[src/hdl/bvp_pkg.sv]
package bvp_pkg;

  // voltage/percent table: both columns rise strictly
  localparam int TABLE_POINTS = 11;
  localparam int SEGMENTS     = TABLE_POINTS - 1;
  localparam int SEG_W        = $clog2(SEGMENTS);

  localparam int VOLT_W   = 16;
  localparam int TAB_V_W  = 13;
  localparam int DEN_W    = 8;
  localparam int PCT_W    = 7;
  localparam int PCT_STEP = 10;

  localparam int DIGITS_W = 3;
  localparam int THR_W    = 7;
  localparam int SCALE_W  = 14;
  localparam int TEN_M_W  = 17;
  localparam int OUT_W    = 20;

  // quotient by reciprocal: num < 2**RECIP_SHIFT keeps the estimate within one
  localparam int NUM_W       = 25;
  localparam int RECIP_SHIFT = 25;
  localparam int RECIP_W     = 19;
  localparam int PROD_W      = NUM_W + RECIP_W;
  localparam int QUO_W       = 17;
  localparam int P1M_W       = 20;
  localparam int BACK_W      = QUO_W + DEN_W;

  localparam int CFG_IDX_W  = 1;
  localparam int CFG_DATA_W = 7;

  localparam logic [DIGITS_W-1:0] DIGITS_RESET = 3'd0;
  localparam logic [THR_W-1:0]    THR_RESET    = 7'd10;

  typedef enum logic [CFG_IDX_W-1:0] {
    REG_FRACTION_DIGITS = 1'd0,
    REG_EMPTY_THRESHOLD = 1'd1
  } cfg_reg_e;

  localparam logic [TAB_V_W-1:0] VOLT_TAB [TABLE_POINTS] = '{
    13'd3000, 13'd3200, 13'd3400, 13'd3560, 13'd3680, 13'd3800,
    13'd3880, 13'd3960, 13'd4040, 13'd4120, 13'd4200
  };

  localparam logic [PCT_W-1:0] PCT_TAB [TABLE_POINTS] = '{
    7'd0, 7'd10, 7'd20, 7'd30, 7'd40, 7'd50, 7'd60, 7'd70, 7'd80, 7'd90, 7'd100
  };

  // segment widths v2 - v1
  localparam logic [DEN_W-1:0] DEN_TAB [SEGMENTS] = '{
    8'd200, 8'd200, 8'd160, 8'd120, 8'd120, 8'd80, 8'd80, 8'd80, 8'd80, 8'd80
  };

  localparam logic [RECIP_W-1:0] RECIP_TAB [SEGMENTS] = '{
    RECIP_W'((2 ** RECIP_SHIFT) / 200), RECIP_W'((2 ** RECIP_SHIFT) / 200),
    RECIP_W'((2 ** RECIP_SHIFT) / 160), RECIP_W'((2 ** RECIP_SHIFT) / 120),
    RECIP_W'((2 ** RECIP_SHIFT) / 120), RECIP_W'((2 ** RECIP_SHIFT) / 80),
    RECIP_W'((2 ** RECIP_SHIFT) / 80),  RECIP_W'((2 ** RECIP_SHIFT) / 80),
    RECIP_W'((2 ** RECIP_SHIFT) / 80),  RECIP_W'((2 ** RECIP_SHIFT) / 80)
  };

  // digit counts above four saturate
  localparam logic [SCALE_W-1:0] SCALE_TAB [2 ** DIGITS_W] = '{
    14'd1, 14'd10, 14'd100, 14'd1000, 14'd10000, 14'd10000, 14'd10000, 14'd10000
  };

  localparam logic [TEN_M_W-1:0] TEN_M_TAB [2 ** DIGITS_W] = '{
    17'd10, 17'd100, 17'd1000, 17'd10000,
    17'd100000, 17'd100000, 17'd100000, 17'd100000
  };

  localparam logic [OUT_W-1:0] HUNDRED_M_TAB [2 ** DIGITS_W] = '{
    20'd100, 20'd1000, 20'd10000, 20'd100000,
    20'd1000000, 20'd1000000, 20'd1000000, 20'd1000000
  };

  typedef struct packed {
    logic             sat_lo;
    logic             sat_hi;
    logic [SEG_W-1:0] seg;
    logic [DEN_W-1:0] dv;
  } dec_t;

  typedef struct packed {
    logic             sat_lo;
    logic             sat_hi;
    logic [SEG_W-1:0] seg;
    logic [NUM_W-1:0] num;
    logic [P1M_W-1:0] p1m;
    logic [PCT_W-1:0] whole;
  } scl_t;

  typedef struct packed {
    logic             sat_lo;
    logic             sat_hi;
    logic [P1M_W-1:0] p1m;
    logic [PCT_W-1:0] whole;
  } tail_t;

endpackage

[src/hdl/battery_voltage_to_percent.sv]
// Channel  | Ports                                   | Direction | Beat taken when
// ---------+-----------------------------------------+-----------+--------------------
// sample   | start_i, busy_o, voltage_mv_i           | in        | start_i && !busy_o
// result   | done_o, percent_scaled_o, is_empty_o    | out       | done_o (one cycle)
// config   | cfg_we_i, cfg_idx_i, cfg_data_i         | in        | cfg_we_i
//
// One sample is taken every cycle; busy_o stays low. Each result passes through
// five registered stages: segment decode, scaling multiplies, reciprocal
// multiply, back-multiply, then correction and output register.
// The sustained rate of one beat per cycle is set by the five-stage multiplier
// pipeline, which has no feedback. Reset clears the valid bits of every stage
// and loads the configuration registers with their reset values. The receiver
// cannot stall, so the pipeline always advances.
module battery_voltage_to_percent (
  input  logic                           clk_i,
  input  logic                           rst_ni,
  input  logic                           start_i,
  output logic                           busy_o,
  input  logic [bvp_pkg::VOLT_W-1:0]     voltage_mv_i,
  output logic                           done_o,
  output logic [bvp_pkg::OUT_W-1:0]      percent_scaled_o,
  output logic                           is_empty_o,
  input  logic                           cfg_we_i,
  input  logic [bvp_pkg::CFG_IDX_W-1:0]  cfg_idx_i,
  input  logic [bvp_pkg::CFG_DATA_W-1:0] cfg_data_i
);

  localparam int LATENCY = 5;

  // configuration registers
  logic [bvp_pkg::DIGITS_W-1:0] digits_q;
  logic [bvp_pkg::THR_W-1:0]    thr_q;

  logic                         in_valid;
  logic                         dec_valid, scl_valid, quo_valid;
  bvp_pkg::dec_t                dec;
  bvp_pkg::scl_t                scl;
  logic [bvp_pkg::QUO_W-1:0]    quo;
  bvp_pkg::tail_t               tail;

  logic [bvp_pkg::OUT_W-1:0]    res_d, res_q;
  logic                         empty_d, empty_q;
  logic                         done_q;

  // never holds a sample off
  assign busy_o   = 1'b0;
  assign in_valid = start_i && !busy_o;

  always_ff @(posedge clk_i or negedge rst_ni) begin
    if (!rst_ni) begin
      digits_q <= bvp_pkg::DIGITS_RESET;
      thr_q    <= bvp_pkg::THR_RESET;
    end else if (cfg_we_i) begin
      case (cfg_idx_i)
        bvp_pkg::REG_FRACTION_DIGITS: digits_q <= cfg_data_i[bvp_pkg::DIGITS_W-1:0];
        bvp_pkg::REG_EMPTY_THRESHOLD: thr_q    <= cfg_data_i[bvp_pkg::THR_W-1:0];
        default: ;
      endcase
    end
  end

  bvp_decode u_decode (
    .clk_i        (clk_i),
    .rst_ni       (rst_ni),
    .in_valid_i   (in_valid),
    .voltage_mv_i (voltage_mv_i),
    .dec_valid_o  (dec_valid),
    .dec_o        (dec)
  );

  bvp_scale u_scale (
    .clk_i       (clk_i),
    .rst_ni      (rst_ni),
    .dec_valid_i (dec_valid),
    .dec_i       (dec),
    .digits_i    (digits_q),
    .scl_valid_o (scl_valid),
    .scl_o       (scl)
  );

  bvp_divide u_divide (
    .clk_i       (clk_i),
    .rst_ni      (rst_ni),
    .scl_valid_i (scl_valid),
    .scl_i       (scl),
    .quo_valid_o (quo_valid),
    .quo_o       (quo),
    .tail_o      (tail)
  );

  // Output stage: saturation at either end of the table, else quotient plus
  // the scaled base percent of the segment.
  always_comb begin
    if (tail.sat_lo) begin
      res_d = '0;
    end else if (tail.sat_hi) begin
      res_d = bvp_pkg::HUNDRED_M_TAB[digits_q];
    end else begin
      res_d = bvp_pkg::OUT_W'(quo) + tail.p1m;
    end
    // thresholds above one hundred simply always flag empty
    empty_d = tail.whole < thr_q;
  end

  always_ff @(posedge clk_i or negedge rst_ni) begin
    if (!rst_ni) begin
      done_q <= 1'b0;
    end else begin
      done_q <= quo_valid;
    end
  end

  always_ff @(posedge clk_i) begin
    if (quo_valid) begin
      res_q   <= res_d;
      empty_q <= empty_d;
    end
  end

  assign done_o           = done_q;
  assign percent_scaled_o = res_q;
  assign is_empty_o       = empty_q;

  // every sample beat comes out exactly once, a fixed latency later
  a_sample_gives_result: assert property (@(posedge clk_i) disable iff (!rst_ni)
    in_valid |-> ##LATENCY done_o)
    else $error("sample beat produced no result");

  a_result_had_sample: assert property (@(posedge clk_i) disable iff (!rst_ni)
    done_o |-> $past(in_valid, LATENCY))
    else $error("result beat without a sample");

  // a zero result means a whole percent of zero
  a_zero_is_empty: assert property (@(posedge clk_i) disable iff (!rst_ni)
    (done_o && percent_scaled_o == '0) |-> (is_empty_o == ($past(thr_q) != '0)))
    else $error("empty flag disagrees with zero result");

endmodule

[src/hdl/bvp_decode.sv]
// Stage 1: segment search and offset into the segment
module bvp_decode (
  input  logic                       clk_i,
  input  logic                       rst_ni,
  input  logic                       in_valid_i,
  input  logic [bvp_pkg::VOLT_W-1:0] voltage_mv_i,
  output logic                       dec_valid_o,
  output bvp_pkg::dec_t              dec_o
);

  localparam int PAD_W = bvp_pkg::VOLT_W - bvp_pkg::TAB_V_W;

  bvp_pkg::dec_t              dec_d, dec_q;
  logic                       valid_q;
  logic [bvp_pkg::VOLT_W-1:0] diff;

  always_comb begin
    dec_d.sat_lo = voltage_mv_i <= {{PAD_W{1'b0}}, bvp_pkg::VOLT_TAB[0]};
    dec_d.sat_hi = voltage_mv_i >=
                   {{PAD_W{1'b0}}, bvp_pkg::VOLT_TAB[bvp_pkg::TABLE_POINTS-1]};
    dec_d.seg    = '0;
    for (int i = 0; i < bvp_pkg::SEGMENTS; i++) begin
      if (voltage_mv_i > {{PAD_W{1'b0}}, bvp_pkg::VOLT_TAB[i]} &&
          voltage_mv_i <= {{PAD_W{1'b0}}, bvp_pkg::VOLT_TAB[i+1]}) begin
        dec_d.seg = bvp_pkg::SEG_W'(i);
      end
    end
    diff     = voltage_mv_i - {{PAD_W{1'b0}}, bvp_pkg::VOLT_TAB[dec_d.seg]};
    dec_d.dv = diff[bvp_pkg::DEN_W-1:0];
  end

  always_ff @(posedge clk_i or negedge rst_ni) begin
    if (!rst_ni) begin
      valid_q <= 1'b0;
    end else begin
      valid_q <= in_valid_i;
    end
  end

  always_ff @(posedge clk_i) begin
    if (in_valid_i) begin
      dec_q <= dec_d;
    end
  end

  assign dec_valid_o = valid_q;
  assign dec_o       = dec_q;

endmodule

[src/hdl/bvp_scale.sv]
// Stage 2: scaled numerator, scaled base percent, whole percent
module bvp_scale (
  input  logic                         clk_i,
  input  logic                         rst_ni,
  input  logic                         dec_valid_i,
  input  bvp_pkg::dec_t                dec_i,
  input  logic [bvp_pkg::DIGITS_W-1:0] digits_i,
  output logic                         scl_valid_o,
  output bvp_pkg::scl_t                scl_o
);

  localparam int TDV_W = bvp_pkg::DEN_W + $clog2(bvp_pkg::PCT_STEP + 1);

  bvp_pkg::scl_t               scl_d, scl_q;
  logic                        valid_q;
  logic [bvp_pkg::TEN_M_W-1:0] ten_m;
  logic [bvp_pkg::SCALE_W-1:0] m;
  logic [bvp_pkg::DEN_W-1:0]   den;
  logic [TDV_W-1:0]            ten_dv;
  logic [bvp_pkg::PCT_W-1:0]   frac;

  always_comb begin
    ten_m  = bvp_pkg::TEN_M_TAB[digits_i];
    m      = bvp_pkg::SCALE_TAB[digits_i];
    den    = bvp_pkg::DEN_TAB[dec_i.seg];
    ten_dv = TDV_W'(dec_i.dv) * TDV_W'(bvp_pkg::PCT_STEP);

    // floor(dv * step / den) as a thermometer of independent compares
    frac = '0;
    for (int k = 1; k <= bvp_pkg::PCT_STEP; k++) begin
      if (ten_dv >= TDV_W'(k) * TDV_W'(den)) begin
        frac = bvp_pkg::PCT_W'(k);
      end
    end

    scl_d.sat_lo = dec_i.sat_lo;
    scl_d.sat_hi = dec_i.sat_hi;
    scl_d.seg    = dec_i.seg;
    scl_d.num    = bvp_pkg::NUM_W'(dec_i.dv) * bvp_pkg::NUM_W'(ten_m);
    scl_d.p1m    = bvp_pkg::P1M_W'(bvp_pkg::PCT_TAB[dec_i.seg]) * bvp_pkg::P1M_W'(m);
    if (dec_i.sat_lo) begin
      scl_d.whole = bvp_pkg::PCT_TAB[0];
    end else if (dec_i.sat_hi) begin
      scl_d.whole = bvp_pkg::PCT_TAB[bvp_pkg::TABLE_POINTS-1];
    end else begin
      scl_d.whole = bvp_pkg::PCT_TAB[dec_i.seg] + frac;
    end
  end

  always_ff @(posedge clk_i or negedge rst_ni) begin
    if (!rst_ni) begin
      valid_q <= 1'b0;
    end else begin
      valid_q <= dec_valid_i;
    end
  end

  always_ff @(posedge clk_i) begin
    if (dec_valid_i) begin
      scl_q <= scl_d;
    end
  end

  assign scl_valid_o = valid_q;
  assign scl_o       = scl_q;

endmodule

[src/hdl/bvp_divide.sv]
// Stages 3-4: num / den by reciprocal estimate, back-multiply, one correction
module bvp_divide (
  input  logic                      clk_i,
  input  logic                      rst_ni,
  input  logic                      scl_valid_i,
  input  bvp_pkg::scl_t             scl_i,
  output logic                      quo_valid_o,
  output logic [bvp_pkg::QUO_W-1:0] quo_o,
  output bvp_pkg::tail_t            tail_o
);

  logic [bvp_pkg::PROD_W-1:0] prod;
  bvp_pkg::tail_t             tail_a_d;

  logic                       a_valid_q, b_valid_q;
  logic [bvp_pkg::QUO_W-1:0]  q0_a_q, q0_b_q;
  logic [bvp_pkg::NUM_W-1:0]  num_a_q, num_b_q;
  logic [bvp_pkg::DEN_W-1:0]  den_a_q, den_b_q;
  bvp_pkg::tail_t             tail_a_q, tail_b_q;
  logic [bvp_pkg::BACK_W-1:0] back_b_d, back_b_q;
  logic [bvp_pkg::NUM_W-1:0]  rem;

  always_comb begin
    prod = bvp_pkg::PROD_W'(scl_i.num) *
           bvp_pkg::PROD_W'(bvp_pkg::RECIP_TAB[scl_i.seg]);
    tail_a_d.sat_lo = scl_i.sat_lo;
    tail_a_d.sat_hi = scl_i.sat_hi;
    tail_a_d.p1m    = scl_i.p1m;
    tail_a_d.whole  = scl_i.whole;
  end

  assign back_b_d = bvp_pkg::BACK_W'(q0_a_q) * bvp_pkg::BACK_W'(den_a_q);

  always_ff @(posedge clk_i or negedge rst_ni) begin
    if (!rst_ni) begin
      a_valid_q <= 1'b0;
      b_valid_q <= 1'b0;
    end else begin
      a_valid_q <= scl_valid_i;
      b_valid_q <= a_valid_q;
    end
  end

  always_ff @(posedge clk_i) begin
    if (scl_valid_i) begin
      q0_a_q   <= prod[bvp_pkg::RECIP_SHIFT +: bvp_pkg::QUO_W];
      num_a_q  <= scl_i.num;
      den_a_q  <= bvp_pkg::DEN_TAB[scl_i.seg];
      tail_a_q <= tail_a_d;
    end
    if (a_valid_q) begin
      back_b_q <= back_b_d;
      q0_b_q   <= q0_a_q;
      num_b_q  <= num_a_q;
      den_b_q  <= den_a_q;
      tail_b_q <= tail_a_q;
    end
  end

  // estimate is exact or one short
  assign rem         = num_b_q - bvp_pkg::NUM_W'(back_b_q);
  assign quo_o       = (rem >= bvp_pkg::NUM_W'(den_b_q)) ? q0_b_q + 1'b1 : q0_b_q;
  assign quo_valid_o = b_valid_q;
  assign tail_o      = tail_b_q;

endmodule

[config.mk]
export PLATFORM = sky130hd
export DESIGN_NAME = battery_voltage_to_percent
export DESIGN_NICKNAME = d
export VERILOG_FILES = /design/src/hdl/bvp_pkg.sv /design/src/hdl/battery_voltage_to_percent.sv /design/src/hdl/bvp_decode.sv /design/src/hdl/bvp_scale.sv /design/src/hdl/bvp_divide.sv
export SDC_FILE = /design/constraint.sdc
export NUM_CORES = 2
export LEC_CHECK = 0
export ABC_AREA = 1
export BUFFER_PORTS_ARGS = -buffer_cell sky130_fd_sc_hd__buf_2
export CORE_UTILIZATION = 60
export CTS_BUF_LIST = sky130_fd_sc_hd__clkbuf_8
export DETAILED_ROUTE_END_ITERATION = 16
export PLACE_DENSITY = 0.76
export SLEW_MARGIN = 10
export SYNTH_ARGS = -nofsm -noshare
export SYNTH_HDL_FRONTEND = slang
export SYNTH_SLANG_ARGS = --single-unit
[constraint.sdc]
create_clock -name clk_i -period 8.71 [get_ports clk_i]
set_input_delay 1.742 -clock clk_i [delete_from_list [all_inputs] [get_ports clk_i]]
set_output_delay 1.742 -clock clk_i [all_outputs]
set_load 0.02 [all_outputs]
==> summary.md <==
| Metric | Value |
|---|---|
| DP Area | between 0.03 and 0.04 mm^2 |
| Min-Delay Path Class | flip-flop to flip-flop |
| Maxcap violations | 0 |
| Count leader, synth | inv_1 |
| DR vias | about 28000 |
| Maximum fanout along the worst path | 26 |
| I/O pin count | just over 50 |
| Gp weighted congestion | between 1 and 1.5 |
| Clock root buffer master | clkbuf_8 |
| Max Root-Sink Buffers | 3 |
| Non-filler instance count after layout | ~5100 |
| Max-slew headroom | roughly a fifth |
| Yosys top cell by area | fa_1 |
| Synthesis-stage register bit count | 276 |
| Share of layout cells above drive strength 1 | approximately 3.8% |
| RSZ-0062 raised after global routing | false |
| Post-CTS Setup Inserts | 0 |
| Detailed Routing Iterations Pass 1 | 5 |
| Final period util | between 80% and 90% |
| Mean Syn Cell Area | ~8.7 um^2 |
| CORE AREA | 0.0605 mm^2 |
| Placed Instances | 5015 |
| Post-route cell area | 0.0389 mm^2 |
| Die Area | between 0.06 and 0.07 mm^2 |
| Kind of end point of the critical path | flip-flop |
| Tightest Pin Transition | approximately 1.2 ns |
| Grt total ovfl | 0 |
| Largest net degree at the start of global routing | 73 |
| Hold buffers post-CTS | 0 |
| Metal3 WL | 7520 um |
| Clock Latency Late Sink | approximately 0.63 ns |
| CTS Buf Count | 46 |
| Number of flops mapped to enable cells by yosys | ~260 |
| Synthesized area | 0.0368 mm^2 |
| H-tree Lvls | 2 |
| Largest cells by area after synthesis | fa_1 (27%), edfxtp_1 (21%), ha_1 (15%) |
| M1 WL | a little under 40000 um |
| Final hold violations | 0 |
| First-pass GRT wire length | about 150000 um |
| Post-synth top cells | inv_1 (1128), nand2_1 (678), fa_1 (503), ha_1 (453), nor2_1 (400) |
| Cell Rows | 90 |
| NumNets Final | ~5300 |
| WL per Instance | about 18 um |
| Yosys warnings | 0 |
| Gate Count Post-Synth | between 4000 and 5000 |
| Area growth syn-to-layout | 5.70% |
| DRC Markers | 0 |
| Clock Pin Slew Worst Setup and Hold Paths | approximately 0.070 ns |
| TritonCTS clock tree | built |
| Asr flop ratio synth | ~5.4% |
| Routed wl met2 | ~42000 um |
| Startpoint type of the worst setup path | flip-flop |
| Post-synth top flop | edfxtp_1 |
| Die height | roughly 250 um |
| Die X | ~250 um |
| Worst path arrival time | roughly 8 ns |
| Starting density of the core | roughly 60% |
| Synth cell types | 51 |
| Clk_skew | between 0.06 and 0.07 ns |
| Crit Path Category | flip-flop to flip-flop |
| Sequential cell area fraction in the yosys report | around 22% |
| Final wirelength | between 90000 and 100000 um |
| Post-synth top area share | 27.4% |
| Post-route ant nets | 0 |
| First DRT Iteration DRCs | just over 2000 |
| Tot GR Track Use | 30.0% |
| Post-CTS Resized | 0 |
| Outcome | complete, no violations |
| # clock sinks | between 200 and 300 |
| Vias in the first global route | between 20000 and 30000 |
| F_max | roughly 130 MHz |
| Setup violators final | 0 |
| Antenna violations before repair | 3 |
| Drt via density | between 5 and 6 |
| Port Buf Inserts | 49 |
| Setup TNS | 0 ns |
| Slew Limit Fails | 0 |
| Min Tclk post-route | between 7 and 8 ns |
| Top Metal Used | met5 |
| Critical Path RT | ~9.1 ns |
| Post-DP HPWL | 77700 um |
[stage by stage]
step                      hold WS (ns)  worst slack (ns)  util (%)
final                            0.412             0.965      64.3
after detailed placement         0.405              1.15      62.7
after floorplan                  0.400              2.51         -
after global routing             0.417             0.549      64.3
after CTS                        0.414              1.07      64.3
after global placement           0.401              1.28      62.7
[worst max-delay path, cell delays in order, from the launching register on]
cell      delay (ns)
edfxtp_1        0.44
inv_1           0.08
nand2_1         0.07
nor2_2          0.10
buf_4           0.33
clkinv_1        0.79
nor2_1          0.82
fa_1            0.56
fa_1            0.52
fa_1            0.52
fa_1            0.51
fa_1            0.55
inv_1           0.06
fa_1            0.53
inv_1           0.04
ha_1            0.36
nand2_1         0.12
nor2_1          0.13
inv_1           0.08
nor2_1          0.15
nand3_1         0.08
o21ai_0         0.31
nand3_1         0.11
nand2_1         0.09
xor2_1          0.06
[placed cells by master (no fill, tap or decap), types with 6 or more instances in the layout]
master,count
inv_1,1140
nand2_1,678
fa_1,503
ha_1,453
nor2_1,400
edfxtp_1,261
a21oi_1,203
nand3_1,108
o21ai_0,107
xor2_1,69
clkbuf_8,49
buf_2,49
nor3_1,30
nand4_1,29
xnor2_1,27
a31oi_1,26
buf_4,12
clkinv_1,11
o211ai_1,11
o21a_1,11
nor4_1,10
dfrtp_1,10
o21bai_1,9
nor2_2,8
nand3b_1,8
clkinv_2,7
a21boi_0,6
or2_2,6
a21o_1,6
[state kept, by name (all words and copies together) (netlist names)]
name / cells
u_scale.scl_valid_o: 1
u_divide.q0_a_q: 17
thr_q: 7
u_divide.tail_o: 28
u_scale.scl_o: 56
u_divide.num_b_q: 24
u_decode.dec_o: 14
done_o: 1
u_divide.den_a_q: 5
u_divide.num_a_q: 24
u_divide.tail_a_q: 28
u_divide.quo_valid_o: 1
digits_q: 3
is_empty_o: 1
u_divide.back_b_q: 22
u_divide.q0_b_q: 17
u_divide.den_b_q: 5
u_divide.a_valid_q: 1
percent_scaled_o: 20
u_decode.dec_valid_o: 1
[kinds of logic (layout without fill, tap and decap cells)]
family / Yosys count / in the layout / share of synthesized area (%)
XOR/XNOR: 96 / 96 / 2.29
AO/OA/AOI/OAI: 403 / 403 / 6.02
flip-flops: 276 / 276 / 22.3
other: 1 / 4 / 0.0102
adder cells (fa/ha/maj): 956 / 956 / 42.8
buffers and inverters: 1182 / 1281 / 12.1
AND/OR/NAND/NOR: 1300 / 1300 / 14.4
[worst paths after layout]
path / cells after the start / start / slack [ns] / endpoint
min in group asynchronous: 1 / rst_ni / 1.01 / u_decode.dec_valid_o$_DFF_PN0_
hold / removal: 0 / u_scale.scl_o[13]$_DFFE_PP_ / 0.41 / u_divide.tail_a_q[13]$_DFFE_PP_
setup reg to reg: 24 / u_scale.scl_o[52]$_DFFE_PP_ / 0.96 / u_divide.q0_a_q[9]$_DFFE_PP_
max in group asynchronous: 1 / rst_ni / 7.40 / thr_q[3]$_DFFE_PN1P_
setup / recovery: 24 / u_scale.scl_o[52]$_DFFE_PP_ / 0.96 / u_divide.q0_a_q[9]$_DFFE_PP_
hold reg to reg: 0 / u_scale.scl_o[13]$_DFFE_PP_ / 0.41 / u_divide.tail_a_q[13]$_DFFE_PP_
[area by class of cell]
class / count / area [um^2]
inverter: 1138 / 4270
sequential: 276 / 8220
antenna: 1 / 2.50
fill: 5102 / 21600
clock inverter: 33 / 280
tap: 782 / 978
multi-input combinational: 2758 / 24100
timing repair buffer: 61 / 335
clock buffer: 49 / 674
[per-layer routing]
layer	GRT usage, %	up-vias
li1	-	13116
met1	41.4	13360
met2	47.7	1020
met3	5.62	159
met4	10.3	6
met5	0	-
Power is not shown: default switching activity piles up to over one toggle a cycle in this logic, so the estimate is an artifact.
